[src/rtl/core/gelt_pkg.sv]
// Shared types, event codes and constants for the gamepad event layout translator.
// No dependencies.
package gelt_pkg;

    localparam int KIND_W  = 16;
    localparam int CODE_W  = 16;
    localparam int VALUE_W = 32;
    localparam int DIFF_W  = VALUE_W + 1;
    localparam int PROD_W  = DIFF_W + 9;
    localparam int CFG_W   = 8;
    localparam int INDEX_W = 2;

    localparam logic [INDEX_W-1:0] REG_LAYOUT_MODE   = 2'd0;
    localparam logic [INDEX_W-1:0] REG_DEADZONE_LOW  = 2'd1;
    localparam logic [INDEX_W-1:0] REG_DEADZONE_HIGH = 2'd2;

    localparam logic [KIND_W-1:0] KIND_SYNC = 16'd0;
    localparam logic [KIND_W-1:0] KIND_KEY  = 16'd1;
    localparam logic [KIND_W-1:0] KIND_ABS  = 16'd3;

    localparam logic [CODE_W-1:0] KEY_A      = 16'h0130;
    localparam logic [CODE_W-1:0] KEY_B      = 16'h0131;
    localparam logic [CODE_W-1:0] KEY_TRIG_L = 16'h0138;
    localparam logic [CODE_W-1:0] KEY_TRIG_R = 16'h0139;

    localparam logic [CODE_W-1:0] AXIS_X     = 16'd0;
    localparam logic [CODE_W-1:0] AXIS_Y     = 16'd1;
    localparam logic [CODE_W-1:0] AXIS_Z     = 16'd2;
    localparam logic [CODE_W-1:0] AXIS_RX    = 16'd3;
    localparam logic [CODE_W-1:0] AXIS_RY    = 16'd4;
    localparam logic [CODE_W-1:0] AXIS_RZ    = 16'd5;
    localparam logic [CODE_W-1:0] AXIS_GAS   = 16'd9;
    localparam logic [CODE_W-1:0] AXIS_BRAKE = 16'd10;

    localparam logic       [CFG_W-1:0]   DZ_LOW_RESET  = 8'd124;
    localparam logic       [CFG_W-1:0]   DZ_HIGH_RESET = 8'd132;
    localparam logic signed [DIFF_W-1:0] STICK_CENTRE  = 33'sd128;
    localparam logic signed [VALUE_W-1:0] STICK_MIN    = -32'sd32768;
    localparam logic signed [VALUE_W-1:0] STICK_MAX    = 32'sd32767;
    localparam logic       [VALUE_W-1:0] TRIGGER_FULL  = 32'd255;

    typedef struct packed {
        logic              mode;
        logic [CFG_W-1:0]  dz_low;
        logic [CFG_W-1:0]  dz_high;
    } cfg_t;

    // Primary event plus an optional trigger-axis companion event
    typedef struct packed {
        logic [KIND_W-1:0]  kind;
        logic [CODE_W-1:0]  code;
        logic [VALUE_W-1:0] value;
        logic               two;
        logic [CODE_W-1:0]  ext_code;
        logic               ext_on;
    } evt_t;

    typedef struct packed {
        evt_t                      ev;
        logic                      scale;
        logic                      dz;
        logic signed [DIFF_W-1:0]  diff;
    } s1_t;

    typedef struct packed {
        evt_t                      ev;
        logic                      scale;
        logic signed [PROD_W-1:0]  prod;
    } s2_t;

endpackage

[src/rtl/core/gamepad_event_layout_translator_top.sv]
// Top level of the gamepad event layout translator: config registers and pipeline.
// Depends on gelt_pkg, gelt_decode, gelt_scale and gelt_emit.
//
// Accepts one input event per cycle while the output is not stalled, and presents
// the first result once it has passed the decode, gain, saturate and output
// registers. Events of unknown kind are dropped in decode and give no
// result. A trigger key in fallback layout gives two results and holds the output
// register until the second is taken, so no new event enters it before then;
// everything else sustains one per cycle while m_tready stays high. Config writes
// are registered and are meant for idle times.
module gamepad_event_layout_translator_top
    import gelt_pkg::*;
(
    input  logic               clk,
    input  logic               rst_n,
    input  logic               cfg_we,
    input  logic [INDEX_W-1:0] cfg_index,
    input  logic [CFG_W-1:0]   cfg_data,
    input  logic               s_tvalid,
    output logic               s_tready,
    input  logic [63:0]        s_tdata,   // event_kind, event_code, event_value
    output logic               m_tvalid,
    input  logic               m_tready,
    output logic [63:0]        m_tdata,   // out_kind, out_code, out_value
    output logic               m_tlast
);

    cfg_t               cfg_reg;
    cfg_t               cfg_next;
    logic               v1;
    logic               r1;
    s1_t                d1;
    logic               v3;
    logic               r3;
    evt_t               d3;
    logic [KIND_W-1:0]  o_kind;
    logic [CODE_W-1:0]  o_code;
    logic [VALUE_W-1:0] o_value;

    always_comb
    begin
        cfg_next = cfg_reg;
        if (cfg_we)
        begin
            case (cfg_index)
                REG_LAYOUT_MODE:   cfg_next.mode    = cfg_data[0];
                REG_DEADZONE_LOW:  cfg_next.dz_low  = cfg_data;
                REG_DEADZONE_HIGH: cfg_next.dz_high = cfg_data;
                default:
                begin
                end
            endcase
        end
    end

    always_ff @(posedge clk or negedge rst_n)
    begin
        if (!rst_n)
        begin
            cfg_reg.mode    <= 1'b0;
            cfg_reg.dz_low  <= DZ_LOW_RESET;
            cfg_reg.dz_high <= DZ_HIGH_RESET;
        end
        else
            cfg_reg <= cfg_next;
    end

    gelt_decode u_decode (
        .clk       (clk),
        .rst_n     (rst_n),
        .cfg       (cfg_reg),
        .in_valid  (s_tvalid),
        .in_ready  (s_tready),
        .in_kind   (s_tdata[15:0]),
        .in_code   (s_tdata[31:16]),
        .in_value  (s_tdata[63:32]),
        .out_valid (v1),
        .out_ready (r1),
        .out_data  (d1)
    );

    gelt_scale u_scale (
        .clk       (clk),
        .rst_n     (rst_n),
        .in_valid  (v1),
        .in_ready  (r1),
        .in_data   (d1),
        .out_valid (v3),
        .out_ready (r3),
        .out_data  (d3)
    );

    gelt_emit u_emit (
        .clk       (clk),
        .rst_n     (rst_n),
        .in_valid  (v3),
        .in_ready  (r3),
        .in_data   (d3),
        .out_valid (m_tvalid),
        .out_ready (m_tready),
        .out_kind  (o_kind),
        .out_code  (o_code),
        .out_value (o_value),
        .out_last  (m_tlast)
    );

    assign m_tdata = {o_value, o_code, o_kind};

    // only a fallback trigger key has a companion result
    a_first_of_two_is_trigger: assert property (@(posedge clk) disable iff (!rst_n)
        m_tvalid && !m_tlast |->
            m_tdata[15:0] == KIND_KEY &&
            (m_tdata[31:16] == KEY_TRIG_L || m_tdata[31:16] == KEY_TRIG_R))
        else $error("two-result run not started by a trigger key");

    a_second_follows: assert property (@(posedge clk) disable iff (!rst_n)
        m_tvalid && m_tready && !m_tlast |=>
            m_tvalid && m_tlast && m_tdata[15:0] == KIND_ABS &&
            (m_tdata[31:16] == AXIS_Z || m_tdata[31:16] == AXIS_RZ))
        else $error("trigger axis result missing after trigger key");

endmodule

[src/rtl/core/gelt_decode.sv]
// Stage 1: event decode, code remapping, deadzone test and stick centering.
// Depends on gelt_pkg.
module gelt_decode
    import gelt_pkg::*;
(
    input  logic               clk,
    input  logic               rst_n,
    input  cfg_t               cfg,
    input  logic               in_valid,
    output logic               in_ready,
    input  logic [KIND_W-1:0]  in_kind,
    input  logic [CODE_W-1:0]  in_code,
    input  logic [VALUE_W-1:0] in_value,
    output logic               out_valid,
    input  logic               out_ready,
    output s1_t                out_data
);

    logic valid_reg;
    logic valid_next;
    s1_t  data_reg;
    s1_t  data_next;
    logic known;

    always_comb
    begin
        data_next          = '0;
        data_next.ev.kind  = in_kind;
        data_next.ev.code  = in_code;
        data_next.ev.value = in_value;
        known              = 1'b1;
        case (in_kind)
            KIND_SYNC:
            begin
            end
            KIND_KEY:
            begin
                if (cfg.mode)
                begin
                    if (in_code == KEY_B)
                        data_next.ev.code = KEY_A;
                    else if (in_code == KEY_A)
                        data_next.ev.code = KEY_B;
                    else if (in_code inside {KEY_TRIG_L, KEY_TRIG_R})
                    begin
                        data_next.ev.two      = 1'b1;
                        data_next.ev.ext_code = (in_code == KEY_TRIG_L) ? AXIS_Z : AXIS_RZ;
                        data_next.ev.ext_on   = |in_value;
                    end
                end
            end
            KIND_ABS:
            begin
                if (!cfg.mode)
                begin
                    case (in_code)
                        AXIS_X, AXIS_Y:
                            data_next.scale = 1'b1;
                        AXIS_Z:
                        begin
                            data_next.scale   = 1'b1;
                            data_next.ev.code = AXIS_RX;
                        end
                        AXIS_RZ:
                        begin
                            data_next.scale   = 1'b1;
                            data_next.ev.code = AXIS_RY;
                        end
                        AXIS_BRAKE:
                            data_next.ev.code = AXIS_Z;
                        AXIS_GAS:
                            data_next.ev.code = AXIS_RZ;
                        default:
                        begin
                        end
                    endcase
                end
                else
                begin
                    if (in_code inside {AXIS_BRAKE, AXIS_Z})
                        data_next.ev.code = AXIS_Z;
                    else if (in_code inside {AXIS_GAS, AXIS_RZ})
                        data_next.ev.code = AXIS_RZ;
                end
            end
            default:
                known = 1'b0;
        endcase
        // signed compare; an inverted window matches nothing
        data_next.dz = ($signed(in_value) >= $signed({24'd0, cfg.dz_low})) &&
                       ($signed(in_value) <= $signed({24'd0, cfg.dz_high}));
        data_next.diff = $signed({in_value[VALUE_W-1], in_value}) - STICK_CENTRE;
    end

    assign in_ready   = !valid_reg || out_ready;
    assign valid_next = in_ready ? (in_valid && known) : valid_reg;

    always_ff @(posedge clk or negedge rst_n)
    begin
        if (!rst_n)
            valid_reg <= 1'b0;
        else
            valid_reg <= valid_next;
    end

    always_ff @(posedge clk)
    begin
        if (in_ready && in_valid)
            data_reg <= data_next;
    end

    assign out_valid = valid_reg;
    assign out_data  = data_reg;

endmodule

[src/rtl/core/gelt_scale.sv]
// Stages 2 and 3: stick gain of 257 and saturation to the 16-bit signed range.
// Depends on gelt_pkg.
module gelt_scale
    import gelt_pkg::*;
(
    input  logic clk,
    input  logic rst_n,
    input  logic in_valid,
    output logic in_ready,
    input  s1_t  in_data,
    output logic out_valid,
    input  logic out_ready,
    output evt_t out_data
);

    localparam logic signed [PROD_W-1:0] SAT_LO = PROD_W'(STICK_MIN);
    localparam logic signed [PROD_W-1:0] SAT_HI = PROD_W'(STICK_MAX);

    logic                      v2_reg;
    logic                      v2_next;
    s2_t                       d2_reg;
    s2_t                       d2_next;
    logic                      v3_reg;
    logic                      v3_next;
    evt_t                      d3_reg;
    evt_t                      d3_next;
    logic                      rdy3;
    logic signed [PROD_W-1:0]  diff_ext;
    logic signed [VALUE_W-1:0] sat;

    // x * 257 = (x << 8) + x
    always_comb
    begin
        diff_ext      = PROD_W'(in_data.diff);
        d2_next.ev    = in_data.ev;
        d2_next.scale = in_data.scale;
        d2_next.prod  = in_data.dz ? '0 : ((diff_ext <<< 8) + diff_ext);
    end

    always_comb
    begin
        if (d2_reg.prod < SAT_LO)
            sat = STICK_MIN;
        else if (d2_reg.prod > SAT_HI)
            sat = STICK_MAX;
        else
            sat = d2_reg.prod[VALUE_W-1:0];
        d3_next = d2_reg.ev;
        if (d2_reg.scale)
            d3_next.value = sat;
    end

    assign rdy3     = !v3_reg || out_ready;
    assign in_ready = !v2_reg || rdy3;
    assign v2_next  = in_ready ? in_valid : v2_reg;
    assign v3_next  = rdy3 ? v2_reg : v3_reg;

    always_ff @(posedge clk or negedge rst_n)
    begin
        if (!rst_n)
        begin
            v2_reg <= 1'b0;
            v3_reg <= 1'b0;
        end
        else
        begin
            v2_reg <= v2_next;
            v3_reg <= v3_next;
        end
    end

    always_ff @(posedge clk)
    begin
        if (in_ready && in_valid)
            d2_reg <= d2_next;
        if (rdy3 && v2_reg)
            d3_reg <= d3_next;
    end

    assign out_valid = v3_reg;
    assign out_data  = d3_reg;

endmodule

[src/rtl/core/gelt_emit.sv]
// Output stage: holds one translated event and sends one or two requests from it.
// Depends on gelt_pkg.
module gelt_emit
    import gelt_pkg::*;
(
    input  logic               clk,
    input  logic               rst_n,
    input  logic               in_valid,
    output logic               in_ready,
    input  evt_t               in_data,
    output logic               out_valid,
    input  logic               out_ready,
    output logic [KIND_W-1:0]  out_kind,
    output logic [CODE_W-1:0]  out_code,
    output logic [VALUE_W-1:0] out_value,
    output logic               out_last
);

    logic valid_reg;
    logic valid_next;
    logic phase_reg;
    logic phase_next;
    evt_t data_reg;
    logic done;

    assign out_last  = phase_reg || !data_reg.two;
    assign done      = out_ready && out_last;
    assign in_ready  = !valid_reg || done;
    assign out_valid = valid_reg;

    always_comb
    begin
        valid_next = valid_reg;
        phase_next = phase_reg;
        if (in_ready)
        begin
            valid_next = in_valid;
            phase_next = 1'b0;
        end
        else if (out_ready)
            phase_next = 1'b1;
    end

    always_comb
    begin
        if (phase_reg)
        begin
            out_kind  = KIND_ABS;
            out_code  = data_reg.ext_code;
            out_value = data_reg.ext_on ? TRIGGER_FULL : '0;
        end
        else
        begin
            out_kind  = data_reg.kind;
            out_code  = data_reg.code;
            out_value = data_reg.value;
        end
    end

    always_ff @(posedge clk or negedge rst_n)
    begin
        if (!rst_n)
        begin
            valid_reg <= 1'b0;
            phase_reg <= 1'b0;
        end
        else
        begin
            valid_reg <= valid_next;
            phase_reg <= phase_next;
        end
    end

    always_ff @(posedge clk)
    begin
        if (in_ready && in_valid)
            data_reg <= in_data;
    end

endmodule
[config.mk]
export PLATFORM = sky130hd
export DESIGN_NAME = gamepad_event_layout_translator_top
export DESIGN_NICKNAME = d
export VERILOG_FILES = /design/src/rtl/core/gelt_pkg.sv /design/src/rtl/core/gamepad_event_layout_translator_top.sv /design/src/rtl/core/gelt_decode.sv /design/src/rtl/core/gelt_scale.sv /design/src/rtl/core/gelt_emit.sv
export SDC_FILE = /design/constraint.sdc
export NUM_CORES = 1
export LEC_CHECK = 0
export ABC_AREA = 1
export BUFFER_PORTS_ARGS = -buffer_cell sky130_fd_sc_hd__buf_2
export CAP_MARGIN = 20
export CORE_AREA = 3 3 187 189
export CTS_CLUSTER_SIZE = 16
export DETAILED_ROUTE_END_ITERATION = 6
export DIE_AREA = 0 0 190 192
export PLACE_DENSITY = 0.77
export SYNTH_ARGS = -nofsm -noshare
export SYNTH_HDL_FRONTEND = slang
export SYNTH_HIERARCHICAL = 1
export SYNTH_SLANG_ARGS = --single-unit
[constraint.sdc]
create_clock -name clk -period 8.2 [get_ports clk]
set_input_delay 0.82 -clock clk [delete_from_list [all_inputs] [get_ports clk]]
set_output_delay 0.82 -clock clk [all_outputs]
set_load 0.05 [all_outputs]
==> metrics.md, run 1 <==
| Metric | Value |
|---|---|
| Instance count of the mapped netlist | between 1,500 and 2,000 |
| Power density over the cells | about 220 nW/um^2 |
| Portion of synthesized cell area occupied by the leading cell type | 0.628 |
| Drt drc | 0 |
| Portion of total power attributed to sequential cells | 0.528 |
| Post-synthesis instance area | 18,400 sq um |
| Number of buffers created by CTS | 39 |
| Summed negative setup slack over all endpoints | 0 ns |
| Combinational share of power | 0.098 |
| Cell type with the largest total area after synthesis | sky130_fd_sc_hd__edfxtp_1 |
| Arrival time worst endpoint | roughly 4.2 ns |
| Combined buffer and inverter count along the critical path | 4 |
| Endpoints failing setup | 0 |
| Aggregate routed wire length | around 38 mm |
| Starting utilization of the core area | 0.550 |
| Critical path destination | u_decode/out_data[22] |
| Layout cell share with drive strength beyond 1 | 0.163 |
| Number of vias after detailed routing | 11,900 |
| Syn Area/Cell | approximately 11 sq um |
| Met1 Track Usage GR | 0.274 |
| Inserted Diodes | 0 |
| Status | finished clean |
| PnR Total Power | between 4 and 5 mW |
| Final period demand of the worst path | between 4 and 5 ns |
| Buffers on Ports | between 100 and 150 |
| Clock latency at the later pin of the worst-skew pair | 0.54 ns |
| Switching Power | approximately 1.1 mW |
| Start point of the critical path | u_emit/phase_reg |
| Largest net degree at the start of global routing | 93 |
| Die Wd | around 190 um |
| Chain of cells forming the critical path | inv_4 > nand2_2 > nand2_2 > nand2_2 > inv_1 > nand3_1 > inv_1 > a21boi_4 > buf_4 |
| Min-Delay Path Class | input pin to async pin |
| Met2 usage | 0.351 |
| Library cell used as clock root buffer | sky130_fd_sc_hd__clkbuf_16 |
| Source of the worst register-to-register timing path | u_emit/phase_reg |
| Setup slack of the worst register-to-register path | slightly above 4 ns |
| Met3 Track Usage GR | 0.0349 |
| Longest Clk Path Bufs | 3 |
| Pre-antenna DRT Iters | 6 |
| Initial antenna violation count | 0 |
| Max-capacitance violation count | 0 |
| Cts hold-fix bufs | 0 |
| Final weighted congestion of routability-driven global placement | approximately 0.92 |
| Async set or reset register ratio after synthesis | 0.0541 |
| Max Fclk | approximately 250 MHz |
| Row cnt | 67 |
| Total setup buffers inserted after CTS | 0 |
| Global-route layer with the greatest usage | met2 |
| Delay of the slowest cell on the worst path | approximately 1.1 ns |
| Area of the die | between 30,000 and 40,000 sq um |
| Main area contributors after synthesis | sky130_fd_sc_hd__edfxtp_1 (63%), sky130_fd_sc_hd__nand2_1 (10%), sky130_fd_sc_hd__inv_1 (4.8%) |
| Cts repair resizes | 0 |
| Tcrit/Tclk final | 0.495 |
| Worst path slowest cell | sky130_fd_sc_hd__dfrtp_2 |
| Clk slew on worst S/H paths | about 0.060 ns |
| Largest fanout on the critical path | 72 |
| Critical path start-end classification | register to register |
| Count of flip-flops with a built-in enable after synthesis | 385 |
| WHS | approximately 0.28 ns |
| Data required time of the critical path | between 8 and 9 ns |
| Number of synthesis warnings | 6 |
| Setup crit end kind | register |
| Cell leakage power | 8.98 nW |
| Clock network power share | 0.375 |
| Overall Global Routing Usage | 0.206 |
| Avg Vias per Cell | just over 5 |
| Type of element launching the critical path | register |
| Half-perimeter wire length after detailed placement | approximately 27 mm |
| Worst relative slew slack | 0.293 |
| Max Clock Skew | ~0.026 ns |
| Final antenna-violating net count | 0 |
| Final hold viol count | 0 |
| Final Net Count | roughly 2,000 |
| Internal portion of total power | ~3.4 mW |
| Drt initial violations | between 900 and 1,000 |
| I/O pin total | about 150 |
| Max rail drop VDD | about 140 uV |
| Critical path depth | 9 |
| Flip-flop and latch count after synthesis | just over 400 |
| Most frequent cell after synthesis | sky130_fd_sc_hd__nand2_1 |
| Slew at the pin with the worst max-slew slack | approximately 1.1 ns |
| Leftover overflow at the end of global routing | 0 |
| Flip-flop count of the largest register, all copies and words added | 125 |
| Die height | around 190 um |
| CTS sink cnt | 407 |
| Wire length per cell after detailed routing | 16.1 um |
| Vias in the first global route | approximately 11,000 |
| CTS tree | yes |
| Layout overhead on the synthesized area | 12.4% |
| Register-to-Register Path Depth | 9 |
| Cell repeated most along the worst path | sky130_fd_sc_hd__nand2_2 |
| Proportion of total power due to net switching | 0.236 |
| Sequential share of the synthesized area | 0.659 |
| Unrepaired setup endpoints after global routing | false |
| Main synth FF type | sky130_fd_sc_hd__edfxtp_1 |
| Top Family by Delay on Critical Path | buffers and inverters |
| Placeable core region | about 33,000 sq um |
| Count of different cell masters after synthesis | 48 |
| H-tree levels | 2 |
| End of the worst register-to-register path | u_decode/out_data[22] |
| Number of max-slew violations in the final report | 0 |
| Global-route wire length before repair | 58.3 mm |
| Commonest cells post-synth | sky130_fd_sc_hd__nand2_1 (503), sky130_fd_sc_hd__edfxtp_1 (385), sky130_fd_sc_hd__inv_1 (235) |
[worst register-to-register path: cells and delay by family (launching register included)]
kind / cells / cell delay [ns]
buffers and inverters: 4 / 1.41
flip-flops: 1 / 1.06
AO/OA/AOI/OAI: 1 / 0.67
AND/OR/NAND/NOR: 4 / 0.49
[per-layer routing]
layer	routed length [um]	up-vias
met1	16200	5528
met3	2590	68
met2	18000	431
met5	0	-
met4	848	0
li1	-	5871
[area by class of cell]
cell class | instances | area (sq um)
Clock buffer | 47 | 1010
Clock inverter | 24 | 211
Fill cell | 2589 | 12800
Inverter | 257 | 970
Multi-Input combinational cell | 1013 | 5030
Sequential cell | 407 | 12100
Tap cell | 448 | 561
Timing Repair Buffer | 150 | 783
[cell families (layout without fill, tap and decap cells)]
group,count (synthesis),count (layout),synth area share
buffers and inverters,313,478,0.0722
xor gates and xnor gates,21,21,0.00999
AOI/OAI and AO/OA,81,81,0.0244
other,1,13,0.000204
and+or+nand+nor,848,848,0.200
DFF,407,407,0.659
adders and majority gates,50,50,0.0344
[how the worst min path moves through the flow]
stage	start	slack, ns	cells after the start	to
after global placement	u_scale/out_data[72]	0.40	0	u_emit/data_reg[72]
after CTS	rst_n	0.27	1	cfg_reg[6]
after floorplan	u_scale/out_data[0]	0.40	0	u_emit/data_reg[0]
after global routing	rst_n	0.30	1	cfg_reg[6]
final	rst_n	0.28	1	cfg_reg[1]
after detailed placement	u_scale/out_data[0]	0.40	0	u_emit/data_reg[0]
[cell usage in the layout (no fill, tap or decap), types with 2 or more instances in the layout]
master / n
sky130_fd_sc_hd__a21boi_1: 2
sky130_fd_sc_hd__a21oi_1: 47
sky130_fd_sc_hd__a21oi_4: 3
sky130_fd_sc_hd__and2_1: 2
sky130_fd_sc_hd__buf_2: 145
sky130_fd_sc_hd__buf_4: 4
sky130_fd_sc_hd__bufinv_16: 2
sky130_fd_sc_hd__clkbuf_1: 8
sky130_fd_sc_hd__clkbuf_16: 39
sky130_fd_sc_hd__clkinv_1: 6
sky130_fd_sc_hd__clkinv_2: 12
sky130_fd_sc_hd__clkinv_4: 2
sky130_fd_sc_hd__conb_1: 13
sky130_fd_sc_hd__dfrtp_1: 14
sky130_fd_sc_hd__dfstp_2: 7
sky130_fd_sc_hd__edfxtp_1: 385
sky130_fd_sc_hd__ha_1: 49
sky130_fd_sc_hd__inv_1: 234
sky130_fd_sc_hd__inv_2: 20
sky130_fd_sc_hd__inv_4: 2
sky130_fd_sc_hd__nand2_1: 503
sky130_fd_sc_hd__nand2_2: 24
sky130_fd_sc_hd__nand3_1: 49
sky130_fd_sc_hd__nand3_2: 9
sky130_fd_sc_hd__nand3b_1: 2
sky130_fd_sc_hd__nand4_1: 33
sky130_fd_sc_hd__nor2_1: 172
sky130_fd_sc_hd__nor2_2: 14
sky130_fd_sc_hd__nor2_4: 7
sky130_fd_sc_hd__nor3_1: 13
sky130_fd_sc_hd__nor3_2: 8
sky130_fd_sc_hd__nor4_1: 4
sky130_fd_sc_hd__o21ai_0: 13
sky130_fd_sc_hd__o21ai_1: 5
sky130_fd_sc_hd__o21bai_1: 5
sky130_fd_sc_hd__or2_1: 2
sky130_fd_sc_hd__xnor2_1: 8
sky130_fd_sc_hd__xor2_1: 13
[metrics by stage]
| step | cell area, sq um | worst slack (ns) | std cells | utilization |
|---|---|---|---|---|
| after CTS | 20700 | 4.11 | 2345 | 0.618 |
| after global placement | 19400 | 4.29 | 2274 | 0.581 |
| after global routing | 20700 | 3.82 | 2346 | 0.618 |
| after floorplan | 18400 | 2.05 | 1733 | - |
| after detailed placement | 19400 | 4.17 | 2274 | 0.581 |
| final | 20700 | 4.15 | 2346 | 0.618 |
[power by group through the flow]
stage                     clock, mW  combinational, mW  sequential [mW]
after global routing           1.79              0.494             2.37
final                          1.68              0.438             2.37
after global placement            0              0.415             2.41
after CTS                      1.71              0.430             2.37
after floorplan                   0              0.312             2.39
after detailed placement          0              0.427             2.41
Power figures use the tool's default switching activity.
==> run 2: changes to the inputs <==
--- a/config.mk
+++ b/config.mk
@@ -5,14 +5,14 @@
 export SDC_FILE = /design/constraint.sdc
 export NUM_CORES = 1
 export LEC_CHECK = 0
-export ABC_AREA = 1
+export ABC_AREA = 0
 export BUFFER_PORTS_ARGS = -buffer_cell sky130_fd_sc_hd__buf_2
 export CAP_MARGIN = 20
-export CORE_AREA = 3 3 187 189
+export CORE_AREA = 3 3 173 175
 export CTS_CLUSTER_SIZE = 16
 export DETAILED_ROUTE_END_ITERATION = 6
-export DIE_AREA = 0 0 190 192
-export PLACE_DENSITY = 0.77
+export DIE_AREA = 0 0 176 178
+export PLACE_DENSITY = 0.8
 export SYNTH_ARGS = -nofsm -noshare
 export SYNTH_HDL_FRONTEND = slang
 export SYNTH_HIERARCHICAL = 1
==> constraint.sdc (replaced) <==
create_clock -name clk -period 4.1 [get_ports clk]
set_input_delay 0.41 -clock clk [delete_from_list [all_inputs] [get_ports clk]]
set_output_delay 0.41 -clock clk [all_outputs]
set_load 0.05 [all_outputs]
==> metrics.md, run 2 <==
| Metric | Value |
|---|---|
| CTS sink cnt | 407 (unchanged) |
| Power density over the cells | 468 nW/um^2 (was 217 nW/um^2) |
| Number of synthesis warnings | 6 (unchanged) |
| Top Family by Delay on Critical Path | compound AO/OA/AOI/OAI gates (was buffers and inverters) |
| Critical path start-end classification | register to register (unchanged) |
| Non-Filler Cell Area, Final | 19,400 sq um (was 20,700 sq um) |
| H-tree levels | 2 (unchanged) |
| Library cell used as clock root buffer | sky130_fd_sc_hd__clkbuf_16 (unchanged) |
| Global-route wire length before repair | 52.3 mm (was 58.3 mm) |
| Half-perimeter wire length after detailed placement | 23.6 mm (was 27.5 mm) |
| Commonest cells post-synth | sky130_fd_sc_hd__edfxtp_1 (385), sky130_fd_sc_hd__nor2_1 (76), sky130_fd_sc_hd__inv_1 (72) (was sky130_fd_sc_hd__nand2_1 (503), sky130_fd_sc_hd__edfxtp_1 (385), sky130_fd_sc_hd__inv_1 (235)) |
| Total setup buffers inserted after CTS | 0 (unchanged) |
| Die Wd | 176 um (was 190 um) |
| Buffers on Ports | 145 (unchanged) |
| Max rail drop VDD | 274 uV (was 135 uV) |
| Arrival time worst endpoint | 3.33 ns (was 4.21 ns) |
| Type of element launching the critical path | register (unchanged) |
| Number of vias after detailed routing | 9,672 (was 11,900) |
| Register-to-Register Path Depth | 9 (unchanged) |
| Instance count of the mapped netlist | 1,151 (was 1,721) |
| Sum of routed wire segments on met1 | 14.6 mm (was 16.2 mm) |
| Chain of cells forming the critical path | ha_1 > fa_1 > a21oi_1 > nand4b_1 > a21oi_2 > o2111ai_1 > a211oi_2 > a211o_1 > mux2_4 (was inv_4 > nand2_2 > nand2_2 > nand2_2 > inv_1 > nand3_1 > inv_1 > a21boi_4 > buf_4) |
| Start point of the critical path | u_decode/out_data[53] (was u_emit/phase_reg) |
| Final Net Count | 1,424 (was 1,997) |
| Aggregate routed wire length | 33.6 mm (was 37.7 mm) |
| Highest-count cells in the layout ignoring fill and taps | sky130_fd_sc_hd__edfxtp_1 (385), sky130_fd_sc_hd__buf_2 (145), sky130_fd_sc_hd__nor2_1 (76) (was sky130_fd_sc_hd__nand2_1 (503), sky130_fd_sc_hd__edfxtp_1 (385), sky130_fd_sc_hd__inv_1 (234)) |
| Avg Vias per Cell | 5.66 (was 5.07) |
| Endpoints failing setup | 0 (unchanged) |
| Starting utilization of the core area | 0.598 (was 0.550) |
| Clock latency at the later pin of the worst-skew pair | 0.53 ns (was 0.54 ns) |
| Area of the die | 31,300 sq um (was 36,500 sq um) |
| DP Cell Count | 1,635 (was 2,274) |
| Layout overhead on the synthesized area | 13.3% (was 12.4%) |
| Source of the worst register-to-register timing path | u_decode/out_data[53] (was u_emit/phase_reg) |
| Portion of synthesized cell area occupied by the leading cell type | 0.676 (was 0.628) |
| Final period demand of the worst path | 3.05 ns (was 4.05 ns) |
| Die height | 178 um (was 192 um) |
| Area of placed instances | 18,100 sq um (was 19,400 sq um) |
| Min-Delay Path Class | input pin to register (was input pin to async pin) |
| Number of buffers created by CTS | 40 (was 39) |
| Tcrit/Tclk final | 0.744 (was 0.495) |
| Sequential share of the synthesized area | 0.709 (was 0.659) |
| Inserted Diodes | 0 (unchanged) |
| Setup crit end kind | register (unchanged) |
| Non-filler instance count after layout | 1,710 (was 2,346) |
| Post-synthesis instance area | 17,100 sq um (was 18,400 sq um) |
| Cell leakage power | 7.14 nW (was 8.98 nW) |
| Wire length per cell after detailed routing | 19.7 um (was 16.1 um) |
| Placeable core region | 28,600 sq um (was 33,400 sq um) |
| Footprint of the multi-input gates | 4380 sq um (was 5030 sq um) |
| Async set or reset register ratio after synthesis | 0.0541 (unchanged) |
| Final setup margin | 1.05 ns (was 4.15 ns) |
| Longest Clk Path Bufs | 3 (unchanged) |
| Unrepaired setup endpoints after global routing | false (unchanged) |
| Max Clock Skew | 0.0125 ns (was 0.0256 ns) |
| Flip-flop and latch count after synthesis | 407 (unchanged) |
| Register cell area after layout | 12,100 sq um (unchanged) |
| Delay of the slowest cell on the worst path | 0.42 ns (was 1.06 ns) |
| Vias in the first global route | 9,663 (was 11,400) |
| Layout cell share with drive strength beyond 1 | 0.222 (was 0.163) |
| Critical path destination | u_scale/d2_reg[38] (was u_decode/out_data[22]) |
| Main area contributors after synthesis | sky130_fd_sc_hd__edfxtp_1 (68%), sky130_fd_sc_hd__ha_1 (3.6%), sky130_fd_sc_hd__mux2_2 (2.2%) (was sky130_fd_sc_hd__edfxtp_1 (63%), sky130_fd_sc_hd__nand2_1 (10%), sky130_fd_sc_hd__inv_1 (4.8%)) |
| Summed negative setup slack over all endpoints | 0 ns (unchanged) |
| Worst relative slew slack | 0.330 (was 0.293) |
| Number of max-slew violations in the final report | 0 (unchanged) |
| Cts repair resizes | 0 (unchanged) |
| Row cnt | 62 (was 67) |
| Leading cell type in the layout, fill and taps excluded | sky130_fd_sc_hd__edfxtp_1 (was sky130_fd_sc_hd__nand2_1) |
| Final antenna-violating net count | 0 (unchanged) |
| Overall Global Routing Usage | 0.218 (was 0.206) |
| Initial antenna violation count | 0 (unchanged) |
| Critical path depth | 9 (unchanged) |
| Status | finished clean (unchanged) |
| Flip-flop count of the largest register, all copies and words added | 125 (unchanged) |
| Routed met2 length | 15.8 mm (was 18.0 mm) |
| Final hold viol count | 0 (unchanged) |
| Max Fclk | 328 MHz (was 247 MHz) |
| Largest net degree at the start of global routing | 94 (was 93) |
| I/O pin total | 146 (unchanged) |
| Setup WS pre-CTS | 1.10 ns (was 4.17 ns) |
| Clk slew on worst S/H paths | 0.06 ns (about the same) |
| Met3 wirelength from detailed routing | 2.39 mm (was 2.59 mm) |
| Largest fanout on the critical path | 4 (was 72) |
| Cell type with the largest total area after synthesis | sky130_fd_sc_hd__edfxtp_1 (unchanged) |
| Syn Area/Cell | 14.9 sq um (was 10.7 sq um) |
| Data required time of the critical path | 4.38 ns (was 8.35 ns) |
| Count of flip-flops with a built-in enable after synthesis | 385 (unchanged) |
| Count of different cell masters after synthesis | 80 (was 48) |
| Pre-antenna DRT Iters | 6 (unchanged) |
| Highest layer used for signal routing | met4 (unchanged) |
| Most frequent cell after synthesis | sky130_fd_sc_hd__edfxtp_1 (was sky130_fd_sc_hd__nand2_1) |
| Worst path slowest cell | sky130_fd_sc_hd__fa_1 (was sky130_fd_sc_hd__dfrtp_2) |
| CTS tree | yes (unchanged) |
| Drt initial violations | 938 (was 954) |
| Fill cell total of the finished layout | 1,958 (was 2,589) |
| Combined buffer and inverter count along the critical path | 0 (was 4) |
| Final weighted congestion of routability-driven global placement | 0.887 (was 0.924) |
| Drt drc | 0 (unchanged) |
| End of the worst register-to-register path | u_scale/d2_reg[38] (was u_decode/out_data[22]) |
| Setup slack of the worst register-to-register path | 1.05 ns (was 4.15 ns) |
| Main synth FF type | sky130_fd_sc_hd__edfxtp_1 (unchanged) |
| Leftover overflow at the end of global routing | 0 (unchanged) |
| Max-capacitance violation count | 0 (unchanged) |
| Slew at the pin with the worst max-slew slack | 1.01 ns (was 1.06 ns) |
==> run 2: changes by cell type after synthesis, sizes merged, moves of 17 or more <==
cell and change:
a21oi -17, inv -184, mux2 +39, nand2 -484, nand3 -50, nor2 -116, nor2b +60, o21ai +36
o22ai +17
==> run 2: per-layer routing <==
metal / up-vias / global-route usage
li1: 4557 / -
met1: 4668 / 0.303
met2: 385 / 0.350
met3: 62 / 0.0475
met4: 0 / 0.0657
met5: - / 0
==> run 2: worst min-delay path by stage <==
stage / from / to / depth (start not counted)
floorplan: rst_n / cfg_reg[0] / 0
global placement: u_scale/out_data[9] / u_emit/data_reg[9] / 0
detailed placement: u_scale/out_data[7] / u_emit/data_reg[7] / 0
CTS: s_tdata[31] / u_decode/out_data[100] / 1
global route: s_tdata[22] / u_decode/out_data[91] / 1
finish: s_tdata[31] / u_decode/out_data[100] / 1
==> run 2: area by class of cell <==
| class | instances | share of cell area |
|---|---|---|
| Multi-Input combinational cell | 619 | 0.226 |
| Timing Repair Buffer | 155 | 0.0444 |
| Sequential cell | 407 | 0.625 |
| Clock inverter | 23 | 0.0112 |
| Inverter | 72 | 0.0139 |
| Clock buffer | 50 | 0.0546 |
| Tap cell | 384 | 0.0248 |
==> run 2: cell families after synthesis <==
| logic type | synth area share |
|---|---|
| DFF | 0.709 |
| and+or+nand+nor | 0.102 |
| AOI/OAI and AO/OA | 0.0652 |
| buffers and inverters | 0.0394 |
| adders and majority gates | 0.0370 |
| xor gates and xnor gates | 0.0220 |
| muxes | 0.0259 |
| other | 0.000219 |
==> run 2: repair_timing <==
action	4_1_cts	5_1_grt
hold endpoints to repair	15	0
hold buffers	1	0
endpoints found under the setup margin	0	0
==> run 2: metrics by stage <==
stage	utilization	hold slack, ns	total power [mW]
after floorplan	-	0.114	5.38
after CTS	0.676	0.0496	9.14
after global placement	0.631	0.400	5.60
final	0.677	0.0695	9.06
after detailed placement	0.631	0.405	5.62
after global routing	0.677	0.0536	9.41
==> run 2: power breakdown <==
group | internal, mW | total (mW) | switching, mW
registers | 4.67 | 4.74 | 0.0708
clock network | 2.04 | 3.51 | 1.48
logic | 0.329 | 0.811 | 0.482
total | 7.04 | 9.06 | 2.03
==> run 3: changes to the inputs <==
--- a/config.mk
+++ b/config.mk
@@ -8,11 +8,11 @@
 export ABC_AREA = 0
 export BUFFER_PORTS_ARGS = -buffer_cell sky130_fd_sc_hd__buf_2
 export CAP_MARGIN = 20
-export CORE_AREA = 3 3 173 175
+export CORE_AREA = 3 3 182 184
 export CTS_CLUSTER_SIZE = 16
 export DETAILED_ROUTE_END_ITERATION = 6
-export DIE_AREA = 0 0 176 178
-export PLACE_DENSITY = 0.8
+export DIE_AREA = 0 0 185 187
+export PLACE_DENSITY = 0.76
 export SYNTH_ARGS = -nofsm -noshare
 export SYNTH_HDL_FRONTEND = slang
 export SYNTH_HIERARCHICAL = 1
==> constraint.sdc (replaced) <==
create_clock -name clk -period 2.6 [get_ports clk]
set_input_delay 0.26 -clock clk [delete_from_list [all_inputs] [get_ports clk]]
set_output_delay 0.26 -clock clk [all_outputs]
set_load 0.05 [all_outputs]
==> metrics.md, run 3 (same netlist as run 2, synthesis figures left out) <==
| Metric | Value |
|---|---|
| Status | finished with violations (was finished clean) |
| Violated checks | negative setup slack |
| Largest fanout on the critical path | 6 (was 4) |
| Clock latency at the later pin of the worst-skew pair | 0.53 ns (about the same) |
| Portion of total power attributed to sequential cells | 0.496 (was 0.523) |
| Source of the worst register-to-register timing path | u_decode/out_data[8] (was u_decode/out_data[53]) |
| Tcrit/Tclk final | 1.01 (was 0.744) |
| Final hold viol count | 0 (unchanged) |
| Number of vias after detailed routing | 10,100 (was 9,672) |
| I/O pin total | 146 (unchanged) |
| Number of max-slew violations in the final report | 0 (unchanged) |
| Highest-count cells in the layout ignoring fill and taps | sky130_fd_sc_hd__edfxtp_1 (385), sky130_fd_sc_hd__buf_2 (145), sky130_fd_sc_hd__buf_4 (85) (was sky130_fd_sc_hd__edfxtp_1 (385), sky130_fd_sc_hd__buf_2 (145), sky130_fd_sc_hd__nor2_1 (76)) |
| Row cnt | 65 (was 62) |
| Power density over the cells | 714 nW/um^2 (was 468 nW/um^2) |
| Drt drc | 0 (unchanged) |
| Setup slack of the worst register-to-register path | -0.03 ns (was 1.05 ns) |
| Final period demand of the worst path | 2.63 ns (was 3.05 ns) |
| Final setup margin | -0.0294 ns (was 1.05 ns) |
| Placeable core region | 31,600 sq um (was 28,600 sq um) |
| Proportion of total power due to net switching | 0.223 (was 0.224) |
| Clock network power share | 0.389 (was 0.387) |
| Flip-flop count of the largest register, all copies and words added | 125 (unchanged) |
| Type of element launching the critical path | register (unchanged) |
| Register-to-Register Path Depth | 11 (was 9) |
| Min-Delay Path Class | input pin to register (unchanged) |
| Met3 wirelength from detailed routing | 2.07 mm (was 2.39 mm) |
| Max Clock Skew | 0.0168 ns (was 0.0125 ns) |
| Data required time of the critical path | 2.87 ns (was 4.38 ns) |
| Buffers on Ports | 145 (unchanged) |
| Sum of routed wire segments on met1 | 15.8 mm (was 14.6 mm) |
| CTS tree | yes (unchanged) |
| Worst path slowest cell | sky130_fd_sc_hd__edfxtp_1 (was sky130_fd_sc_hd__fa_1) |
| Wire length per cell after detailed routing | 18.7 um (was 19.7 um) |
| Combined buffer and inverter count along the critical path | 3 (was 0) |
| Endpoints failing setup | 1 (was 0) |
| Clk slew on worst S/H paths | 0.06 ns (about the same) |
| Routed met2 length | 16.6 mm (was 15.8 mm) |
| Arrival time worst endpoint | 2.90 ns (was 3.33 ns) |
| Die height | 187 um (was 178 um) |
| Half-perimeter wire length after detailed placement | 24.5 mm (was 23.6 mm) |
| Fill cell total of the finished layout | 2,154 (was 1,958) |
| Register cell area after layout | 12,100 sq um (unchanged) |
| CTS sink cnt | 407 (unchanged) |
| Internal portion of total power | 11.7 mW (was 7.04 mW) |
| Layout cell share with drive strength beyond 1 | 0.294 (was 0.222) |
| Leftover overflow at the end of global routing | 0 (unchanged) |
| Min-Delay Startpoint | s_tvalid (was s_tdata[31]) |
| Switching Power | 3.36 mW (was 2.03 mW) |
| Number of instances on the worst hold path | 3 (was 1) |
| Initial antenna violation count | 2 (was 0) |
| Max rail drop VDD | 613 uV (was 274 uV) |
| Layout overhead on the synthesized area | 23.4% (was 13.3%) |
| Worst relative slew slack | 0.492 (was 0.330) |
| Drt initial violations | 717 (was 938) |
| Non-filler instance count after layout | 1,873 (was 1,710) |
| Pre-antenna DRT Iters | 4 (was 6) |
| Longest Clk Path Bufs | 3 (unchanged) |
| Combinational share of power | 0.115 (was 0.089) |
| Delay of the slowest cell on the worst path | 0.39 ns (was 0.42 ns) |
| Highest layer used for signal routing | met4 (unchanged) |
| WHS | 0.0244 ns (was 0.0695 ns) |
| Aggregate routed wire length | 35.1 mm (was 33.6 mm) |
| Endpoint, Worst Hold | u_decode/out_valid (was u_decode/out_data[100]) |
| Leading cell type in the layout, fill and taps excluded | sky130_fd_sc_hd__edfxtp_1 (unchanged) |
| Chain of cells forming the critical path | buf_4 > ha_4 > a211oi_2 > o21bai_1 > a21oi_1 > o31ai_2 > buf_4 > a31oi_4 > buf_6 > o32a_1 > mux2_1 (was ha_1 > fa_1 > a21oi_1 > nand4b_1 > a21oi_2 > o2111ai_1 > a211oi_2 > a211o_1 > mux2_4) |
| Final Net Count | 1,568 (was 1,424) |
| Avg Vias per Cell | 5.37 (was 5.66) |
| Area of the die | 34,600 sq um (was 31,300 sq um) |
| Top Family by Delay on Critical Path | compound AO/OA/AOI/OAI gates (unchanged) |
| Setup crit end kind | register (unchanged) |
| DP Cell Count | 1,726 (was 1,635) |
| Summed negative setup slack over all endpoints | -0.0294 ns (was 0 ns) |
| Die Wd | 185 um (was 176 um) |
| Max-capacitance violation count | 0 (unchanged) |
| Global-route wire length before repair | 54.4 mm (was 52.3 mm) |
| Overall Global Routing Usage | 0.199 (was 0.218) |
| Cell leakage power | 7.87 nW (was 7.14 nW) |
| Critical path start-end classification | register to register (unchanged) |
| Library cell used as clock root buffer | sky130_fd_sc_hd__clkbuf_16 (unchanged) |
| Final weighted congestion of routability-driven global placement | 0.841 (was 0.887) |
| Vias in the first global route | 10,200 (was 9,663) |
| End-of-flow core utilization | 0.669 (was 0.677) |
| Final antenna-violating net count | 0 (unchanged) |
| Number of buffers created by CTS | 40 (unchanged) |
| Max Fclk | 380 MHz (was 328 MHz) |
| Slew at the pin with the worst max-slew slack | 0.762 ns (was 1.01 ns) |
| Unrepaired setup endpoints after global routing | true (was false) |
| Cell repeated most along the worst path | sky130_fd_sc_hd__buf_4 |
| End of the worst register-to-register path | u_scale/d2_reg[39] (was u_scale/d2_reg[38]) |
| Critical path depth | 11 (was 9) |
| H-tree levels | 2 (unchanged) |
| Largest net degree at the start of global routing | 67 (was 94) |
| Footprint of the multi-input gates | 4710 sq um (was 4380 sq um) |
| Starting utilization of the core area | 0.542 (was 0.598) |
==> run 3: cell count changes in the layout (fill, tap and decap cells not counted), moves of 8 or more <==
cell	change
sky130_fd_sc_hd__buf_4	+80
sky130_fd_sc_hd__dlygate4sd3_1	+58
sky130_fd_sc_hd__ha_1	-13
sky130_fd_sc_hd__a21oi_1	-9
sky130_fd_sc_hd__ha_4	+9
sky130_fd_sc_hd__a21oi_2	+8
==> run 3: metal layers <==
metal  track usage  vias up
met5             0        -
met4        0.0459        0
met3        0.0389       49
met2         0.319      317
met1         0.287     4851
li1              -     4836
==> run 3: area by class of cell <==
type,instances,share of cell area
Clock inverter,25,0.0146
Tap cell,402,0.0238
Sequential cell,407,0.574
Inverter,72,0.0128
Timing Repair Buffer,299,0.101
Antenna cell,2,0.000237
Multi-Input combinational cell,619,0.223
Clock buffer,47,0.0497
==> run 3: worst reg2reg max path: stages, from the launching register on <==
cell and delay, ns:
sky130_fd_sc_hd__edfxtp_1 0.39, sky130_fd_sc_hd__buf_4 0.16, sky130_fd_sc_hd__ha_4 0.26, sky130_fd_sc_hd__a211oi_2 0.22
sky130_fd_sc_hd__o21bai_1 0.12, sky130_fd_sc_hd__a21oi_1 0.19, sky130_fd_sc_hd__o31ai_2 0.09, sky130_fd_sc_hd__buf_4 0.15
sky130_fd_sc_hd__a31oi_4 0.17, sky130_fd_sc_hd__buf_6 0.13, sky130_fd_sc_hd__o32a_1 0.16, sky130_fd_sc_hd__mux2_1 0.32
==> run 3: what timing repair did <==
item                                    CTS  global route
endpoints found under the setup margin    7            16
hold endpoints to repair                 82             0
resized for setup                        13            48
pin swaps                                 4            24
hold buffers                             59             0
buffers inserted                          6             9
gates cloned                              0             0
==> run 3: how the worst max path moves through the flow <==
stage                          startpoint            endpoint  slack [ns]
global route         u_decode/out_data[8]  u_scale/d2_reg[39]       -0.11
CTS                  u_decode/out_data[9]  u_scale/d2_reg[33]       -0.04
floorplan           u_decode/out_data[53]  u_scale/d2_reg[38]        0.03
global placement     u_decode/out_data[8]  u_scale/d2_reg[38]       -0.13
detailed placement   u_decode/out_data[9]  u_scale/d2_reg[33]       -0.15
finish               u_decode/out_data[8]  u_scale/d2_reg[39]       -0.03
==> run 3: per-stage QoR <==
stage / power (mW) / setup WS, ns / cell area [sq um]
floorplan: 8.49 / 0.0328 / 17200
global route: 15.7 / -0.113 / 21100
CTS: 15.0 / -0.0427 / 20800
global placement: 9.02 / -0.131 / 18700
finish: 15.1 / -0.0294 / 21100
detailed placement: 9.05 / -0.154 / 18700
==> run 3: power by group through the flow <==
stage               logic, mW  clock network [mW]  registers (mW)
floorplan               0.933                   0            7.55
global placement         1.43                   0            7.60
detailed placement       1.45                   0            7.61
CTS                      1.57                5.99            7.47
global route             1.89                6.27            7.49
finish                   1.73                5.86            7.48
